[config.mk]
export PLATFORM = sky130hd
export DESIGN_NAME = mf3_median
export DESIGN_NICKNAME = d
export VERILOG_FILES = /design/src/design/mf3_pkg.sv /design/src/design/mf3_median.sv
export SDC_FILE = /design/constraint.sdc
export NUM_CORES = 1
export LEC_CHECK = 0
export ABC_CLOCK_PERIOD_IN_PS = 6820
export CAP_MARGIN = 20
export CORE_MARGIN = 1.5
export CORE_UTILIZATION = 35
export DETAILED_ROUTE_END_ITERATION = 10
export DONT_BUFFER_PORTS = 1
export SKIP_LAST_GASP = 1
export SLEW_MARGIN = 25
export SYNTH_ARGS = -nofsm -noshare
export SYNTH_HDL_FRONTEND = slang
export SYNTH_SLANG_ARGS = --single-unit
[constraint.sdc]
create_clock -name clock -period 6.82 [get_ports clock]
set_input_delay 1.364 -clock clock [delete_from_list [all_inputs] [get_ports clock]]
set_output_delay 1.364 -clock clock [all_outputs]
set_load 0.01 [all_outputs]
[src/design/mf3_pkg.sv]
package mf3_pkg;

   localparam int MAX_COLS_DEFAULT = 1024;
   localparam int MAX_ROWS_DEFAULT = 4096;
   localparam int ROWS_RESET       = 480;
   localparam int COLS_RESET       = 640;
   localparam int WIN_SIZE         = 9;
   localparam int QUEUE_DEPTH      = 8;
   localparam int QUEUE_PTR_W      = $clog2(QUEUE_DEPTH);
   localparam int QUEUE_CNT_W      = $clog2(QUEUE_DEPTH + 1);
   localparam int CSR_INDEX_W      = 2;
   localparam int CSR_DATA_W       = 13;
   localparam int REQ_DATA_W       = 24;
   localparam int RSP_DATA_W       = 48;

   localparam logic [CSR_INDEX_W-1:0] REG_FRAME_ROWS = 2'd0;
   localparam logic [CSR_INDEX_W-1:0] REG_FRAME_COLS = 2'd1;

   typedef logic [WIN_SIZE-1:0][7:0] win_type;

   // per-pixel info carried down the pipe
   typedef struct packed {
      logic        has_med;
      logic        has_bord;
      logic [11:0] row;
      logic [9:0]  col;
      logic [7:0]  red;
      logic [7:0]  green;
      logic [7:0]  blue;
   } meta_type;

   // one queue entry: all results of one pixel
   typedef struct packed {
      meta_type   meta;
      logic [7:0] med;
   } entry_type;

   // returns {hi, mid, lo}
   function automatic logic [23:0] sort3(input logic [7:0] a, input logic [7:0] b,
                                         input logic [7:0] c);
      logic [7:0] lo;
      logic [7:0] hi;
      logic [7:0] x;
      logic [7:0] y;
      lo = (a < b) ? a : b;
      hi = (a < b) ? b : a;
      x  = (hi < c) ? hi : c;
      y  = (hi < c) ? c : hi;
      if (x < lo) begin
         return {y, lo, x};
      end else begin
         return {y, x, lo};
      end
   endfunction

endpackage

[src/design/mf3_median.sv]
module mf3_median (
   input  logic                clock,
   input  logic                reset,
   input  logic                win_valid,
   input  mf3_pkg::win_type    win,
   input  mf3_pkg::meta_type   win_meta,
   output logic                done,
   output logic                push,
   output mf3_pkg::entry_type  push_entry
);
   import mf3_pkg::*;

   logic            m1_valid_ff;
   meta_type        m1_meta_ff;
   logic [2:0][7:0] lo_ff;
   logic [2:0][7:0] mid_ff;
   logic [2:0][7:0] hi_ff;
   logic [2:0][7:0] lo_in;
   logic [2:0][7:0] mid_in;
   logic [2:0][7:0] hi_in;
   logic            m2_valid_ff;
   meta_type        m2_meta_ff;
   logic [7:0]      lo_max_ff;
   logic [7:0]      mid_med_ff;
   logic [7:0]      hi_min_ff;
   logic [23:0]     s_lo;
   logic [23:0]     s_mid;
   logic [23:0]     s_hi;
   logic [23:0]     s_fin;

   // sort each column of the window
   always_comb begin
      for (int j = 0; j < 3; j++) begin
         {hi_in[j], mid_in[j], lo_in[j]} = sort3(win[j], win[j+3], win[j+6]);
      end
   end

   assign s_lo  = sort3(lo_ff[0], lo_ff[1], lo_ff[2]);
   assign s_mid = sort3(mid_ff[0], mid_ff[1], mid_ff[2]);
   assign s_hi  = sort3(hi_ff[0], hi_ff[1], hi_ff[2]);
   assign s_fin = sort3(lo_max_ff, mid_med_ff, hi_min_ff);

   always_ff @(posedge clock) begin
      m1_meta_ff <= win_meta;
      lo_ff      <= lo_in;
      mid_ff     <= mid_in;
      hi_ff      <= hi_in;
      m2_meta_ff <= m1_meta_ff;
      lo_max_ff  <= s_lo[23:16];
      mid_med_ff <= s_mid[15:8];
      hi_min_ff  <= s_hi[7:0];
   end

   always_ff @(posedge clock) begin
      if (reset) begin
         m1_valid_ff <= 1'b0;
         m2_valid_ff <= 1'b0;
      end else begin
         m1_valid_ff <= win_valid;
         m2_valid_ff <= m1_valid_ff;
      end
   end

   assign done            = m2_valid_ff;
   assign push            = m2_valid_ff && (m2_meta_ff.has_med || m2_meta_ff.has_bord);
   assign push_entry.meta = m2_meta_ff;
   assign push_entry.med  = s_fin[15:8];

endmodule

# Yosys cells after proc, flatten, opt, wreduce, memory -nomap -nowiden
# Cells that the tools add are included.
word_totals:
  elab_cells: 79
  input_bits: 123
  register_bits: 194
  out_inout_bits: 58
op_classes:
  reduce_logical: 2
  muxes: 29
  n_lt_le_gt_ge: 20
op_table:
  columns: ["op", "count"]
  rows:
  - ["$mux 8", 24]
  - ["$lt 8x8->1", 20]
  - ["$mux 16", 5]
  - ["$logic_and 1x1->1", 1]
  - ["$logic_or 1x1->1", 1]

# Logic depth before layout (Yosys ltp)
# Gate-level depths: netlist (run 1).
logic_depth:
  depth_word: 6
  depth_mapped: 29
  depth_no_buf: 25

# Worst setup path before layout (run 1)
# OpenSTA, ideal clock, no wires.
synth_timing:
  path_type: "input -> register"
  from: "input port win[34] (netlist bit)"
  to: "register lo_ff[8] (netlist bit)"
  setup_time_ns: 0.058
  t_arrival_ns: 6.537
  setup_slack_ns: 0.224
  path_buffers: 3
  required_ns: 6.762
  stages: 26
  cell_sequence: "inv_1 > ha_1 > a21o_1 > a31oi_1 > o21ai_1 > a21oi_2 > clkbuf_1 > mux2_2 > ha_1 > a2111oi_0 > o21a_1 > o2bb2ai_1 > a31o_2 > buf_2 > mux2i_1 > inv_1 > ha_1 > a21o_1 > a21o_1 > a21o_1 > a211oi_1 > o21bai_1 > or2_2 > clkbuf_1 > o31a_1 > nand2_1"
synth_lines:
  columns: ["element", "line_no", "rtl"]
  rows:
  - ["start: declaration", "mf3_median.sv:5", "input mf3_pkg::win_type win,"]
  - ["end signal: assignment", "mf3_median.sv:45", "lo_ff <= lo_in;"]
  - ["end: declaration", "mf3_median.sv:15", "logic [2:0][7:0] lo_ff;"]

==> metrics.txt, run 1 <==
fin cells=1606; CP cell instances=inv_1, ha_1, a21oi_1, o21ai_1, a21o_4, buf_4, o21ai_0, ha_1, a21oi_1, o21ai_2, a21oi_2, nor2_4, buf_4, mux2i_4, inv_1, ha_1, a21o_1, a21o_1, a221oi_2, o21ai_2, buf_4, a221oi_2, buf_4; skew final=15.2 ps; hold depth=0; CP Launch Point=mid_med_ff[5]; Clock Latency Late Sink=430 ps; vias in the first global route=7620; Tcrit/Tclk final=95.5%; Root Buffer=clkbuf_16; leakage power=5.85 nW; PwrDens=619 nW/um2; maxcap violations=0; type of the worst min-delay path=register to register; filler cell count=2920; layout cells sized above 1=14.0%; fraction of registers with async set/reset=0%; reg2reg setup slack=860 ps; dpl hpwl=20800 um; Pins Over Slew Limit=0; highest-delay cell along the critical path=o21ai_0; syn_nets=1427; maximum vdd drop=0.396 mV; slew margin rel.=47.9%; synthesized area=10800 um2; Post-synth EDFFs=0; timing endpoint of the critical path=push_entry[0]; maximum clock frequency=154 MHz; sequential fraction of the synthesis area=35.9%; Diodes inserted=0; vias per cell=4.98; Critical R2R Launch=hi_ff[2]; Cells after DPL=1569; row cnt=64; Post-CTS Hold Buffers=0; Final Hold Fails=0; Die X=179 um; minimum clock period=6510 ps; CTS clk-pin slew, worst paths=80 ps; most used flip-flop cell after synthesis=dfxtp_1; number of buffers added on ports=0; final setup fails=0; Netlist cell types=67; final layout net count=1460; die footprint=32000 um2; Final WS setup=310 ps; Syn Area/Cell=9.31 um2; # clock sinks=194; status=finished, final reports clean; fin area=12200 um2; worst-path maximum fanout=6; flops & latches, synth=194; Iteration-0 DRC Markers=429; slew at the pin closest to its max-slew limit=762 ps; synthesis-to-finish area growth=12.6%; antenna violations before repair=0; 1st-pass router iterations=5; Area after DPL=11500 um2; drt drc=0; critical path launch point type=register; CP endpoint kind=output pin; DR WL/cell=15.8 um; # IOs=181; Die Y=179 um; CTS tree=yes; Detailed Route WL=25400 um; Routed Antenna Nets=0; critical path arrival=5150 ps; via count=8002; htree depth=4; gr usage total=15.6%; Starting Density=35.5%; Cells after Synth=1164; Setup CP Type=register to output pin; gr ovfl total=0; Critical Path Most Common Cell=buf_4; first-pass GRT wire length=39100 um; cells on worst reg2reg path=19; clk buf depth=2; CTS Buf Count=17; Ys Warns=0; WP data required=5460 ps; RR Endpoint=hi_min_ff[0]; pre-CTS setup slack=-9.15 ps; RePlAce Congestion=0.812; core region area=30500 um2; largest net degree at the start of global routing=22; CP peak stage delay=360 ps
[report_power, final]
part	total (mW)	switching, mW	internal, mW
sequential	1.63	0.209	1.43
clock	0.998	0.500	0.498
combinational	4.92	2.74	2.18
total	7.55	3.45	4.11
[flip-flops by register name, summed over array words and instances, names as in the netlist, 8 cells and up]
name	cells
hi_ff	24
hi_min_ff	8
lo_ff	24
lo_max_ff	8
m1_meta_ff	48
mid_ff	24
mid_med_ff	8
push_entry	48
[Yosys cell counts, drive strengths merged, types with 9 or more instances]
cell type / count / area, um2
dfxtp: 194 / 3880
inv: 142 / 533
ha: 140 / 1750
a21oi: 93 / 484
mux2i: 91 / 911
nor2: 82 / 310
nand2: 65 / 244
o21ai: 62 / 310
mux2: 58 / 653
a21o: 36 / 278
buf: 17 / 131
a211oi: 15 / 123
nand4: 15 / 93.8
clkbuf: 12 / 45.0
nand3: 12 / 60.1
nor3: 11 / 60.1
nor2b: 10 / 62.6
nand2b: 9 / 56.3
[layer usage]
metal	GRT usage [%]	share of wire, %	vias to the layer above
met5	0	0	-
met4	3.47	0.95	0
met3	3.20	4.3	18
met2	28.1	51	147
met1	19.0	44	3660
li1	-	-	4177
[worst max-delay path, delay by kind of cell (launching register included)]
kind                       cells  cell delay, ps
AOI/OAI and AO/OA             12            2350
buffers and inverters          6             840
adders and majority gates      3             720
DFF                            1             320
muxes                          1             240
and+or+nand+nor                1             220
[repair_timing]
item                       in CTS  in global routing
pin swaps                       1                  5
setup endpoints to repair       8                  8
resized for setup               5                 20
setup buffers                   3                  2
[area by class of cell]
type,instances,area [um2],share of cell area (%)
Inverter,142,533,4.37
Timing Repair Buffer,43,348,2.85
Clock buffer,17,425,3.49
Sequential cell,194,3880,31.8
Multi-Input combinational cell,799,6340,51.9
Clock inverter,15,180,1.48
Tap cell,396,495,4.06
[metrics by stage]
step	setup TNS [ps]	total power [mW]	hold WS, ps	utilization [%]
6_report	0	7.55	323	40.0
5_1_grt	-11.7	8.22	333	40.0
4_1_cts	0	7.31	323	39.6
3_5_place_dp	-9.15	6.21	312	37.5
3_3_place_gp	0	6.11	310	37.5
2_1_floorplan	0	5.09	310	-
[worst min path at each step]
| stage | from | to |
|---|---|---|
| after floorplan | m1_meta_ff[2] | push_entry[10] |
| after global placement | m1_meta_ff[7] | push_entry[15] |
| after detailed placement | m1_meta_ff[11] | push_entry[19] |
| after CTS | m1_meta_ff[26] | push_entry[34] |
| after global routing | m1_meta_ff[2] | push_entry[10] |
| final | m1_meta_ff[26] | push_entry[34] |
[cells by family (layout without fill, tap and decap cells)]
| logic type | Yosys count | in the layout | share of synthesized area [%] |
|---|---|---|---|
| AOI/OAI and AO/OA | 274 | 274 | 16.7 |
| buffers and inverters | 171 | 217 | 6.55 |
| DFF | 194 | 194 | 35.9 |
| adders and majority gates | 140 | 140 | 16.2 |
| and+or+nand+nor | 236 | 236 | 10.2 |
| muxes | 149 | 149 | 14.4 |
[placed cells by master, fill, tap and decap left out, types with 6 or more instances in the layout]
cell / netlist / final
nand3_1: 12 / 12
mux2i_1: 91 / 87
nand4_1: 15 / 15
nand2b_1: 9 / 9
nor2b_1: 10 / 10
o21ai_1: 2 / 6
a21oi_1: 88 / 85
a21oi_2: 5 / 8
o21ai_0: 60 / 53
nor3_1: 10 / 10
a211oi_1: 13 / 12
nand2_1: 65 / 65
o211ai_1: 6 / 6
inv_1: 142 / 142
nor4_1: 6 / 6
o21bai_1: 6 / 6
dfxtp_1: 194 / 194
o21a_1: 8 / 8
clkbuf_16: 0 / 17
mux2_2: 58 / 58
ha_1: 140 / 140
a21o_1: 35 / 34
buf_4: 3 / 41
nor2_1: 81 / 80
a211o_1: 7 / 7
No activity file was read; power rests on OpenSTA's default activity.
==> inputs of run 2 (changes only) <==
--- a/config.mk
+++ b/config.mk
@@ -11,6 +11,7 @@
 export CORE_UTILIZATION = 35
 export DETAILED_ROUTE_END_ITERATION = 10
 export DONT_BUFFER_PORTS = 1
+export GPL_TIMING_DRIVEN = 0
 export SKIP_LAST_GASP = 1
 export SLEW_MARGIN = 25
 export SYNTH_ARGS = -nofsm -noshare
==> run 2 against run 1 <==
Against the previous run: worst setup slack worse by 190 ps; critical path depth did not move; critical endpoint unchanged; critical path type unchanged; sequential share of layout area is 0.13 points higher.
==> metrics.txt, run 2 (same netlist as run 1, synthesis figures left out) <==
status=finished, final reports clean (unchanged); vias in the first global route=8002 (was 7620); Iteration-0 DRC Markers=333 (was 429); PwrDens=608 nW/um2 (was 619 nW/um2); hold depth=0 (unchanged); Tcrit/Tclk final=98.2% (was 95.5%); antenna violations before repair=1 (was 0); slew at the pin closest to its max-slew limit=765 ps (was 762 ps); leakage power=5.78 nW (was 5.85 nW); gr ovfl total=0 (unchanged); WP data required=5460 ps (about the same); skew final=13.6 ps (was 15.2 ps); Final Hold Fails=0 (unchanged); largest net degree at the start of global routing=22 (unchanged); slew margin rel.=47.7% (was 47.9%); worst-path maximum fanout=10 (was 6); via count=8147 (was 8002); Routed Antenna Nets=0 (unchanged); 1st-pass router iterations=5 (unchanged); # IOs=181 (unchanged); drt drc=0 (unchanged); vias per cell=5.09 (was 4.98); # clock sinks=194 (unchanged); Clock Latency Late Sink=440 ps (was 430 ps); CP endpoint kind=output pin (unchanged); Final Total Pwr=7.38 mW (was 7.55 mW); number of buffers added on ports=0 (unchanged); die footprint=32000 um2 (unchanged); final setup fails=0 (unchanged); RSZ-0062 raised after global routing=true; minimum clock period=6700 ps (was 6510 ps); CTS Buf Count=17 (unchanged); final layout net count=1454 (was 1460); Setup CP Type=register to output pin (unchanged); fin cells=1600 (was 1606); setup TNS=0 ps (unchanged); commonest non-fill, non-tap cell in the layout=dfxtp_1 (unchanged); layout cells sized above 1=13.2% (was 14.0%); Area after DPL=11300 um2 (was 11500 um2); CTS clk-pin slew, worst paths=80 ps (about the same); synthesis-to-finish area growth=12.2% (was 12.6%); Die X=179 um (unchanged); gr usage total=16.1% (was 15.6%); maximum vdd drop=0.371 mV (was 0.396 mV); fin area=12200 um2 (about the same); first-pass GRT wire length=40300 um (was 39100 um); row cnt=64 (unchanged); RePlAce Congestion=0.895 (was 0.812); DR WL/cell=16.3 um (was 15.8 um); Starting Density=35.5% (unchanged); Pins Over Slew Limit=0 (unchanged); cells on worst reg2reg path=21 (was 19); commonest cells after routing, fill and taps aside=dfxtp_1, inv_1, ha_1, a21oi_1, mux2i_1 (was dfxtp_1, inv_1, ha_1, mux2i_1, a21oi_1); type of the worst min-delay path=register to register (unchanged); clk buf depth=2 (unchanged); maxcap violations=0 (unchanged); Cells after DPL=1560 (was 1569); maximum clock frequency=149 MHz (was 154 MHz); critical path launch point type=register (unchanged); Finished Core Util=39.8% (was 40.0%); dpl hpwl=21200 um (was 20800 um); Die Y=179 um (unchanged); CTS tree=yes (unchanged); Diodes inserted=0 (unchanged); htree depth=4 (unchanged); critical path arrival=5330 ps (was 5150 ps); core region area=30500 um2 (unchanged); Detailed Route WL=26100 um (was 25400 um); Root Buffer=clkbuf_16 (unchanged)
[run 2: cell count changes in the layout (fill, tap and decap cells not counted), sizes merged]
cell / previous run / this run
clkinvlp: 1 / 0
buf: 43 / 27
inv: 149 / 147
clkbuf: 17 / 27
clkinv: 7 / 10
[run 2: through the flow]
stage          setup slack, ps  hold WS (ps)
5_1_grt                   -186           319
3_3_place_gp              -575           310
2_1_floorplan              224           310
3_5_place_dp              -678           312
6_report                   125           318
4_1_cts                   -220           315
[run 2: routing by layer]
| metal | track usage (%) | routed length, um |
|---|---|---|
| met4 | 4.51 | 393 |
| met5 | 0 | 13 |
| met1 | 19.7 | 11600 |
| met2 | 28.2 | 13100 |
| met3 | 3.71 | 1050 |
[run 2: path summary, 6_finish.rpt]
check / from / to / slack, ps
setup reg to reg: mid_ff[13] / mid_med_ff[3] / 920
setup / recovery: mid_med_ff[7] / push_entry[0] / 120
hold / removal: m1_meta_ff[19] / push_entry[27] / 320
hold reg to reg: m1_meta_ff[19] / push_entry[27] / 320
[run 2: final cells by class]
| type | instances | area [um2] |
|---|---|---|
| Tap cell | 396 | 495 |
| Inverter | 142 | 533 |
| Timing Repair Buffer | 9 | 67.6 |
| Clock buffer | 17 | 425 |
| Multi-Input combinational cell | 799 | 6370 |
| Buffer | 28 | 181 |
| Clock inverter | 15 | 190 |
| Fill cell | 3000 | 18400 |
| Sequential cell | 194 | 3880 |
[run 2: timing repair]
item	4_1_cts	5_1_grt
pin swaps	0	11
hold buffers	0	0
buffers inserted	0	9
gates resized for setup	13	35
setup endpoints to repair	24	41
[run 2: power breakdown]
group	total, mW	switching [mW]	internal (mW)
clock	0.999	0.499	0.499
sequential	1.62	0.199	1.43
combinational	4.76	2.70	2.06
total	7.38	3.40	3.98
[run 2: worst max-delay path, stage by stage (launching register included)]
cell and delay, ps:
dfxtp_1 340, inv_1 80, ha_1 310, nand2_1 140
o21ai_4 210, a21o_4 170, buf_4 180, nand2_1 60
o21ai_1 130, ha_1 280, a211oi_2 260, nand2_1 140
a2111oi_4 410, nor2_4 120, mux2i_2 220, inv_1 60
ha_1 310, a21o_1 160, a21o_1 170, a221oi_1 300
o21ai_1 110, buf_4 200, mux2i_1 140, a221oi_2 370
