**config.mk**
```make
export PLATFORM = sky130hd
export DESIGN_NAME = mf3_out_queue
export DESIGN_NICKNAME = d
export VERILOG_FILES = /design/src/design/mf3_pkg.sv /design/src/design/mf3_out_queue.sv
export SDC_FILE = /design/constraint.sdc
export NUM_CORES = 1
export LEC_CHECK = 0
export ABC_AREA = 0
export BUFFER_PORTS_ARGS = -buffer_cell sky130_fd_sc_hd__buf_2
export CAP_MARGIN = 25
export CORE_UTILIZATION = 45
export CTS_BUF_LIST = sky130_fd_sc_hd__clkbuf_4
export DETAILED_ROUTE_END_ITERATION = 10
export PLACE_DENSITY = 0.65
export SYNTH_ARGS = -nofsm -noshare
export SYNTH_HDL_FRONTEND = slang
export SYNTH_SLANG_ARGS = --single-unit
```
**constraint.sdc**
```tcl
create_clock -name clock -period 9.6 [get_ports clock]
set_input_delay 0 -clock clock [delete_from_list [all_inputs] [get_ports clock]]
set_output_delay 0 -clock clock [all_outputs]
set_load 0.02 [all_outputs]
```
**src/design/mf3_pkg.sv**
```systemverilog
package mf3_pkg;

   localparam int MAX_COLS_DEFAULT = 1024;
   localparam int MAX_ROWS_DEFAULT = 4096;
   localparam int ROWS_RESET       = 480;
   localparam int COLS_RESET       = 640;
   localparam int WIN_SIZE         = 9;
   localparam int QUEUE_DEPTH      = 8;
   localparam int QUEUE_PTR_W      = $clog2(QUEUE_DEPTH);
   localparam int QUEUE_CNT_W      = $clog2(QUEUE_DEPTH + 1);
   localparam int CSR_INDEX_W      = 2;
   localparam int CSR_DATA_W       = 13;
   localparam int REQ_DATA_W       = 24;
   localparam int RSP_DATA_W       = 48;

   localparam logic [CSR_INDEX_W-1:0] REG_FRAME_ROWS = 2'd0;
   localparam logic [CSR_INDEX_W-1:0] REG_FRAME_COLS = 2'd1;

   typedef logic [WIN_SIZE-1:0][7:0] win_type;

   // per-pixel info carried down the pipe
   typedef struct packed {
      logic        has_med;
      logic        has_bord;
      logic [11:0] row;
      logic [9:0]  col;
      logic [7:0]  red;
      logic [7:0]  green;
      logic [7:0]  blue;
   } meta_type;

   // one queue entry: all results of one pixel
   typedef struct packed {
      meta_type   meta;
      logic [7:0] med;
   } entry_type;

   // returns {hi, mid, lo}
   function automatic logic [23:0] sort3(input logic [7:0] a, input logic [7:0] b,
                                         input logic [7:0] c);
      logic [7:0] lo;
      logic [7:0] hi;
      logic [7:0] x;
      logic [7:0] y;
      lo = (a < b) ? a : b;
      hi = (a < b) ? b : a;
      x  = (hi < c) ? hi : c;
      y  = (hi < c) ? c : hi;
      if (x < lo) begin
         return {y, lo, x};
      end else begin
         return {y, x, lo};
      end
   endfunction

endpackage

```
**src/design/mf3_out_queue.sv**
```systemverilog
module mf3_out_queue (
   input  logic                                 clock,
   input  logic                                 reset,
   input  logic                                 push,
   input  mf3_pkg::entry_type                   push_entry,
   output logic [mf3_pkg::QUEUE_CNT_W-1:0]      count,
   output logic                                 rsp_tvalid,
   input  logic                                 rsp_tready,
   output logic [mf3_pkg::RSP_DATA_W-1:0]       rsp_tdata,
   output logic                                 rsp_tlast
);
   import mf3_pkg::*;

   entry_type              queue_mem [QUEUE_DEPTH];
   logic [QUEUE_PTR_W-1:0] wr_ptr_ff;
   logic [QUEUE_PTR_W-1:0] rd_ptr_ff;
   logic [QUEUE_CNT_W-1:0] count_ff;
   logic                   phase_ff;
   entry_type              head;
   logic                   med_beat;
   logic                   fire;
   logic                   pop;
   logic [11:0]            beat_row;
   logic [9:0]             beat_col;
   logic [7:0]             beat_red;
   logic [7:0]             beat_green;
   logic [7:0]             beat_blue;

   assign head     = queue_mem[rd_ptr_ff];
   assign med_beat = head.meta.has_med && !phase_ff;

   always_comb begin
      if (med_beat) begin
         beat_row   = head.meta.row - 12'd1;
         beat_col   = head.meta.col - 10'd1;
         beat_red   = head.med;
         beat_green = head.med;
         beat_blue  = head.med;
         rsp_tlast  = !head.meta.has_bord;
      end else begin
         beat_row   = head.meta.row;
         beat_col   = head.meta.col;
         beat_red   = head.meta.red;
         beat_green = head.meta.green;
         beat_blue  = head.meta.blue;
         rsp_tlast  = 1'b1;
      end
   end

   assign rsp_tvalid = (count_ff != '0);
   assign rsp_tdata  = {2'b00, beat_blue, beat_green, beat_red, beat_col, beat_row};
   assign fire       = rsp_tvalid && rsp_tready;
   assign pop        = fire && rsp_tlast;
   assign count      = count_ff;

   always_ff @(posedge clock) begin
      if (push) begin
         queue_mem[wr_ptr_ff] <= push_entry;
      end
   end

   always_ff @(posedge clock) begin
      if (reset) begin
         wr_ptr_ff <= '0;
         rd_ptr_ff <= '0;
         count_ff  <= '0;
         phase_ff  <= 1'b0;
      end else begin
         if (push) begin
            wr_ptr_ff <= wr_ptr_ff + 1'b1;
         end
         if (pop) begin
            rd_ptr_ff <= rd_ptr_ff + 1'b1;
         end
         if (push && !pop) begin
            count_ff <= count_ff + 1'b1;
         end else if (pop && !push) begin
            count_ff <= count_ff - 1'b1;
         end
         // second beat of a two-result pixel
         if (fire) begin
            phase_ff <= !pop;
         end
      end
   end

endmodule

```
Yosys cells after proc, flatten, opt, wreduce, memory -nomap -nowiden
Memories as Yosys holds them, arrays and structs flattened. A register that Yosys moved wholly into a read port is not among the register bits.
Index checks and enable logic that the tools add are counted.
W data, S select, Z words.
{ "totals": {"reg_bits": 11, "ram_bits": 448, "inputBits": 60, "output_inout_bits": 54, "elab_cells": 34, "memories": 1} }
{ "memory_table": {"columns": ["name", "words", "word_bits", "rd", "rd_ports_with_merged_regs", "wr", "line_no", "rtl"], "rows": [
  ["queue_mem", 8, 56, 1, 1, 1, "mf3_out_queue.sv:14", "entry_type queue_mem [QUEUE_DEPTH];"]
]} }
{ "op_classes": {"add_sub_neg": 6, "n_mux": 12, "n_reduce_logical": 11} }
{ "op_table": {"columns": ["operator", "n"], "rows": [
  ["$mux W8", 3],
  ["$mux W12", 1],
  ["$sub A12 B1 Y12 const B", 1],
  ["$mux W10", 1],
  ["$sub A10 B1 Y10 const B", 1],
  ["$mux W4", 2],
  ["$add A3 B1 Y3 const B", 2],
  ["$mux W3", 2],
  ["$logic_and A1 B1 Y1", 5],
  ["$add A4 B1 Y4 const B", 1],
  ["$logic_not A1 Y1", 4],
  ["$reduce_bool A4 Y1", 1],
  ["$sub A4 B1 Y4 const B", 1],
  ["$mux W1", 3],
  ["$reduce_bool A2 Y1", 1]
]} }

Longest topological paths before layout
Gate-level depths: netlist (run 1).
{ "depth": {"word_depth": 7, "mapped_depth": 14, "depth_no_buf": 13} }

Worst setup path after synthesis (run 1)
Ideal clock, no wire load.
{ "synth_timing": {"path_kind": "register to register", "start": "register wr_ptr_ff[2]", "end": "memory queue_mem[0][0] (netlist bit), enable pin", "setup_time_ns": 0.539, "arrival_ns": 4.309, "t_required_ns": 9.061, "path_slack_ns": 4.752, "path_stages_with_launch": 3, "n_path_buf": 0, "synth_period_minus_slack_ns": 4.848, "path_cell_list": "dfxtp_1 nand2b_1 nor3_1"} }
{ "synth_lines": {"columns": ["element", "line_no", "rtl"], "rows": [
  ["start, declared", "mf3_out_queue.sv:15", "logic [QUEUE_PTR_W-1:0] wr_ptr_ff;"],
  ["start signal, assigned", "mf3_out_queue.sv:70", "wr_ptr_ff <= wr_ptr_ff + 1'b1;"],
  ["end, declared", "mf3_out_queue.sv:14", null]
]} }
Straight into the memory's write port.

==> impl_metrics.tcl, run 1 <==
set metrics [dict create \
    status "finished clean" \
    grt_pass1_wl_mm 59.40 \
    dr_wl_met3_mm 2.075 \
    clk_pin_slew_worst_paths_ns 0.07 \
    ff2ff_path_depth 12 \
    initial_utilization 0.4560 \
    clk-insertion-delay-late_ns 0.76 \
    finalWorstSetupSlack_ns 5.180 \
    layout_min_cycle_time_ns 4.420 \
    place_congestion 0.7277 \
    ys_types 43 \
    cts_hold_buf 111 \
    num_rows 73 \
    drv_slew 0 \
    io_pins 114 \
    dp_cells 1446 \
    post_cts.repair.setup_buffers 0 \
    final.period_utilization 0.4604 \
    holdCritPathClass "in -> reg" \
    powerDensity_mw_per_mm2 238.6 \
    grt.total_usage 0.1947 \
    drive_gt1_frac 0.3636 \
    hold_viol 0 \
    reg2reg_setup_slack_ns 5.18 \
    min_from "push_entry[28]" \
    cts.sinks 462 \
    n_fill_cell 3155 \
    end_kind "flip-flop" \
    syn_to_final_growth_pct 20.98 \
    drc 0 \
    die_w_um 202.4 \
    drt-initial-drc-count 664 \
    final_area_sq_mm 0.02187 \
    worstPathArrival_ns 5.07 \
    syn_area_sq_mm 0.01808 \
    firstDrtPassIters 4 \
    setup_tns_ns 0 \
    skew_ns 0.03895 \
    core_sq_mm 0.03964 \
    drv_cap 0 \
    hold_path_depth 2 \
    postSynthCellCount 831 \
    nets 1213 \
    startpoint_type "flip-flop" \
    die_h_um 202.4 \
    peakVddDrop_uv 202.8 \
    grt_overflow 0 \
    p_leak_uw 0.007158 \
    synth_flop_cell "edfxtp_1" \
    synth_most_common_cell "edfxtp_1" \
    yosys.area.top_type "edfxtp_1" \
    clockBufferDepth 3 \
    max_freq_ghz 0.2263 \
    met1_length_mm 16.20 \
    seq_area_frac_synth 0.7597 \
    yosysWarnings 0 \
    die-area_sq_mm 0.04098 \
    critPathKind "reg -> reg" \
    grt_pass1_vias 10300 \
    instances_no_fill 1751 \
    whs_endpoint "queue_mem[4][28]$_DFFE_PP_" \
    worst_pin_slew_ns 1.040 \
    wl_met2_mm 18.94 \
    wire_per_inst_um 21.79 \
    io_buffers 111 \
    synth_area_leaders "edfxtp_1, mux4_2, mux2i_1, dfxtp_1, o21ai_0" \
    grt_max_degree 57 \
    synth_commonest_cells "edfxtp_1, mux4_2, mux2i_1" \
    routed_via_density 5.343 \
    avgSynthCellArea_sq_um 21.75 \
    h-tree-depth 3 \
    multi_input_area_sq_mm 0.004169 \
    cts_inserted_buffers 111 \
    cts-root-buf "clkbuf_4" \
    synthArstFlopShare 0 \
    synth.top_cell.area_share 0.7442 \
    dr_total_vias 9356 \
    wl_mm 38.15 \
    cp_max_fo 43 \
    ant_nets 0 \
    synth_enable_flop_cells 448 \
    setup_violations 0 \
    hpwlAfterDp_mm 20.07 \
    whs_ns 0.08523 \
    cts_tree "done" \
    cts.repair.resized 0 \
    place_area_sq_mm 0.01930 \
    ff_latch_area_sq_mm 0.01374 \
    r2r-end "count[1]$_SDFFE_PP0P_" \
    required_ns 10.25 \
    grt_antenna_before_repair 2 \
    place_worst_setup_slack_ns 5.190 \
    max_slew_margin 0.3069 \
    top_layer_used "met5" \
    rsz0062_at_grt "false" \
    ys_ff_latch 462 \
]
## registers in the layout, summed over array words and instances (netlist names), named ones only
signal	count
phase_ff	1
wr_ptr_ff	3
count	4
rd_ptr_ff	3
queue_mem	448
## layout make-up
cell class,instances,area share
Antenna cell,2,0.0002288
Inverter,4,0.0006865
Tap cell,525,0.03004
Clock buffer,164,0.05630
Clock inverter,28,0.01013
Timing Repair Buffer,239,0.08353
Sequential cell,462,0.6285
Multi-Input combinational cell,327,0.1906
## worst max path at each step
stage / start / to / slack (ns) / depth (start not counted)
CTS: flip-flop / count[1]$_SDFFE_PP0P_ / 5.14 / 12
global route: flip-flop / count[1]$_SDFFE_PP0P_ / 4.86 / 12
finish: flip-flop / count[1]$_SDFFE_PP0P_ / 5.18 / 12
global placement: flip-flop / count[3]$_SDFFE_PP0P_ / 5.25 / 14
detailed placement: flip-flop / count[3]$_SDFFE_PP0P_ / 5.19 / 14
floorplan: wr_ptr_ff[2]$_SDFFE_PP0P_ / queue_mem[0][0]$_DFFE_PP_ / 4.75 / 2
## where the power goes
| part | leakage, uW | internal (uW) | switching [uW] |
|---|---|---|---|
| sequential | 0.00419 | 2280 | 32.9 |
| combinational | 0.00210 | 543 | 739 |
| clock | 0.000872 | 885 | 739 |
| total | 0.00716 | 3710 | 1510 |
## metrics by stage
step	power, uW	util
finish	5217	0.5517
CTS	5293	0.5516
detailed placement	3615	0.4869
global route	5478	0.5517
floorplan	3227	-
global placement	3592	0.4857
## cell usage in the layout, fill, tap and decap left out, types with 14 or more instances in the layout
master,synthesis,layout
edfxtp_1,448,448
o21ai_0,27,27
clkbuf_4,0,164
mux2i_1,50,50
mux4_2,108,108
nor2_1,25,19
xnor2_1,15,15
dlygate4sd3_1,0,111
clkinv_1,0,14
buf_4,8,15
nand2_1,20,20
buf_2,23,111
## logic make-up (layout without fill, tap and decap cells)
logic type,after synthesis,in the layout,synth area share
buf+inv,43,435,0.01343
other cells,1,4,0.0002074
fa+ha+maj,8,8,0.005952
mux,174,174,0.1739
compound gates,39,39,0.01197
simple gates,78,78,0.02222
flops,462,462,0.7597
xor+xnor,26,26,0.01260
## routing by layer
layer,global-route usage,vias up
met2,0.3163,296
met4,0.07358,2
met1,0.2575,4835
li1,-,4150
met5,0,-
met3,0.04321,73
## critical path, cell delays in order (launching register included)
cell and delay [ns]:
dfxtp_4 0.77, buf_4 0.77, mux4_2 0.35, nand2_1 0.08, a2111oi_2 0.57, nor2_1 0.19, inv_1 0.10, ha_1 0.18
inv_1 0.09, fa_1 0.43, mux2i_1 0.13, nor2_1 0.05, dlygate4sd3_1 0.55
(Power assumes the default switching activity.)
==> run 2, diff against run 1 <==
--- a/config.mk
+++ b/config.mk
@@ -11,7 +11,7 @@
 export CORE_UTILIZATION = 45
 export CTS_BUF_LIST = sky130_fd_sc_hd__clkbuf_4
 export DETAILED_ROUTE_END_ITERATION = 10
-export PLACE_DENSITY = 0.65
+export PLACE_DENSITY = 0.67
 export SYNTH_ARGS = -nofsm -noshare
 export SYNTH_HDL_FRONTEND = slang
 export SYNTH_SLANG_ARGS = --single-unit
==> constraint.sdc (replaced) <==
create_clock -name clock -period 3.7 [get_ports clock]
set_input_delay 0 -clock clock [delete_from_list [all_inputs] [get_ports clock]]
set_output_delay 0 -clock clock [all_outputs]
set_load 0.02 [all_outputs]
==> run 2 against run 1 <==
Net effect:
- clock skew up 0.0065 ns
- highest routed layer unchanged
- total power rose to 2.6 times the previous value
- die area unchanged
- worst setup slack worse by 4.9 ns
- combinational power rose to 2.7 times the previous value
- clock power up 150%
- sequential cell count unchanged
- largest power group unchanged
- largest cell class unchanged
- critical path depth down 4
- first-iteration DRC count down 14%
==> impl_metrics.tcl, run 2 (synthesized netlist as in run 1, its figures left out) <==
set metrics [dict create \
    p_leak_uw 0.007219 \
    clk-insertion-delay-late_ns 0.78 \
    grt.total_usage 0.1933 \
    nets 1225 \
    io_buffers 111 \
    initial_utilization 0.4560 \
    place_area_sq_mm 0.01943 \
    power.share.clock 0.296 \
    startpoint_type "flip-flop" \
    holdCritPathClass "in -> reg" \
    die_h_um 202.4 \
    grt_pass1_wl_mm 58.63 \
    cts-root-buf "clkbuf_4" \
    io_pins 114 \
    grt_pass1_vias 10170 \
    drv_cap 0 \
    clockBufferDepth 3 \
    powerDensity_mw_per_mm2 607.6 \
    final_common_cell "edfxtp_1" \
    power_frac_seq 0.448 \
    rsz0062_at_grt "false" \
    p_sw_uw 3943 \
    core_sq_mm 0.03964 \
    worst_pin_slew_ns 0.9913 \
    wl_mm 38.45 \
    final_area_sq_mm 0.02209 \
    place_congestion 0.7645 \
    critPathKind "reg -> out" \
    sw_frac_of_total 0.2938 \
    die_w_um 202.4 \
    h-tree-depth 3 \
    drv_slew 0 \
    setup_tns_ns 0 \
    cts_tree "done" \
    syn_to_final_growth_pct 22.18 \
    firstDrtPassIters 5 \
    drive_gt1_frac 0.3648 \
    drc 0 \
    cp_max_fo 14 \
    max_slew_margin 0.3370 \
    peakVddDrop_uv 539.3 \
    largest_reg_flops 448 \
    final_util 0.5572 \
    worstPathArrival_ns 3.46 \
    status "finished clean" \
    layout_common_cells "edfxtp_1, clkbuf_4, dlygate4sd3_1" \
    required_ns 3.70 \
    cts_inserted_buffers 112 \
    final.period_utilization 0.9351 \
    dr_total_vias 9397 \
    wire_per_inst_um 21.75 \
    routed_via_density 5.315 \
    layout_min_cycle_time_ns 3.460 \
    hold_viol 0 \
    hpwlAfterDp_mm 20.57 \
    num_rows 73 \
    setup_violations 0 \
    skew_ns 0.04540 \
    drt-initial-drc-count 571 \
    grt_overflow 0 \
    grt_max_degree 57 \
    clk_pin_slew_worst_paths_ns 0.06 \
    top_register "queue_mem" \
    die-area_sq_mm 0.04098 \
    cts.sinks 462 \
    end_kind "output port" \
    comb_power_share 0.256 \
    grt_antenna_before_repair 5 \
    max_freq_ghz 0.2890 \
    ant_nets 0 \
    post_cts.repair.setup_buffers 0 \
    p_int_uw 9476 \
    whs_ns 0.08052 \
]
## run 2: worst paths after layout
| kind | start | endpoint | slack [ns] | cells past startpoint |
|---|---|---|---|---|
| hold reg to reg | rd_ptr_ff[2]$_SDFFE_PP0P_ | flip-flop | 0.48 | 2 |
| setup / recovery | flip-flop | rsp_tdata[11] | 0.24 | 8 |
| setup reg to reg | flip-flop | count[3]$_SDFFE_PP0P_ | 0.42 | 13 |
| hold / removal | reset | count[3]$_SDFFE_PP0P_ | 0.08 | 3 |
## run 2: metal layers
layer,global-route usage,share of wire
met5,0,0.00026
met4,0.06176,0.015
met3,0.05127,0.069
met2,0.3178,0.50
met1,0.2513,0.42
## run 2: final cells by class
| class | instances | area (sq um) |
|---|---|---|
| well taps | 525 | 656.9 |
| fillers | 3097 | 17550 |
| clock buffers | 168 | 1261 |
| clock inverters | 28 | 112.6 |
| repair buffers | 250 | 2095 |
| multi-input cells | 327 | 4192 |
| flip-flops and latches | 462 | 13740 |
| diodes | 4 | 10.01 |
| inverters | 4 | 15.01 |
## run 2: critical path, stage by stage (launching register included)
cell      delay (ns)
dfxtp_4         0.47
buf_6           0.26
mux4_2          0.54
mux2_2          0.35
nor4_2          0.31
o211ai_1        0.18
nor2_1          0.16
xnor2_1         0.16
buf_2           0.22
## run 2: repair_timing
action | CTS | global route
hold buffers | 112 | 0
gates cloned | 1 | 2
hold endpoints to repair | 466 | 0
pin swaps | 0 | 0
setup endpoints to repair | 29 | 6
gates resized for setup | 7 | 7
## run 2: per-stage QoR
| stage | power [uW] | cells | worst slack [ns] |
|---|---|---|---|
| floorplan | 8370 | 832 | 0.3306 |
| global placement | 9352 | 1453 | 0.5025 |
| detailed placement | 9374 | 1453 | 0.4147 |
| CTS | 13540 | 1762 | 0.01071 |
| global route | 14130 | 1768 | 0.01477 |
| finish | 13420 | 1768 | 0.2402 |
## run 2: power by group through the flow
stage	clock (uW)	combinational [uW]	sequential [uW]
after detailed placement	0	3270	6110
after floorplan	0	2270	6100
final	3970	3430	6020
after global placement	0	3250	6100
after CTS	4100	3440	6010
after global routing	4390	3710	6030
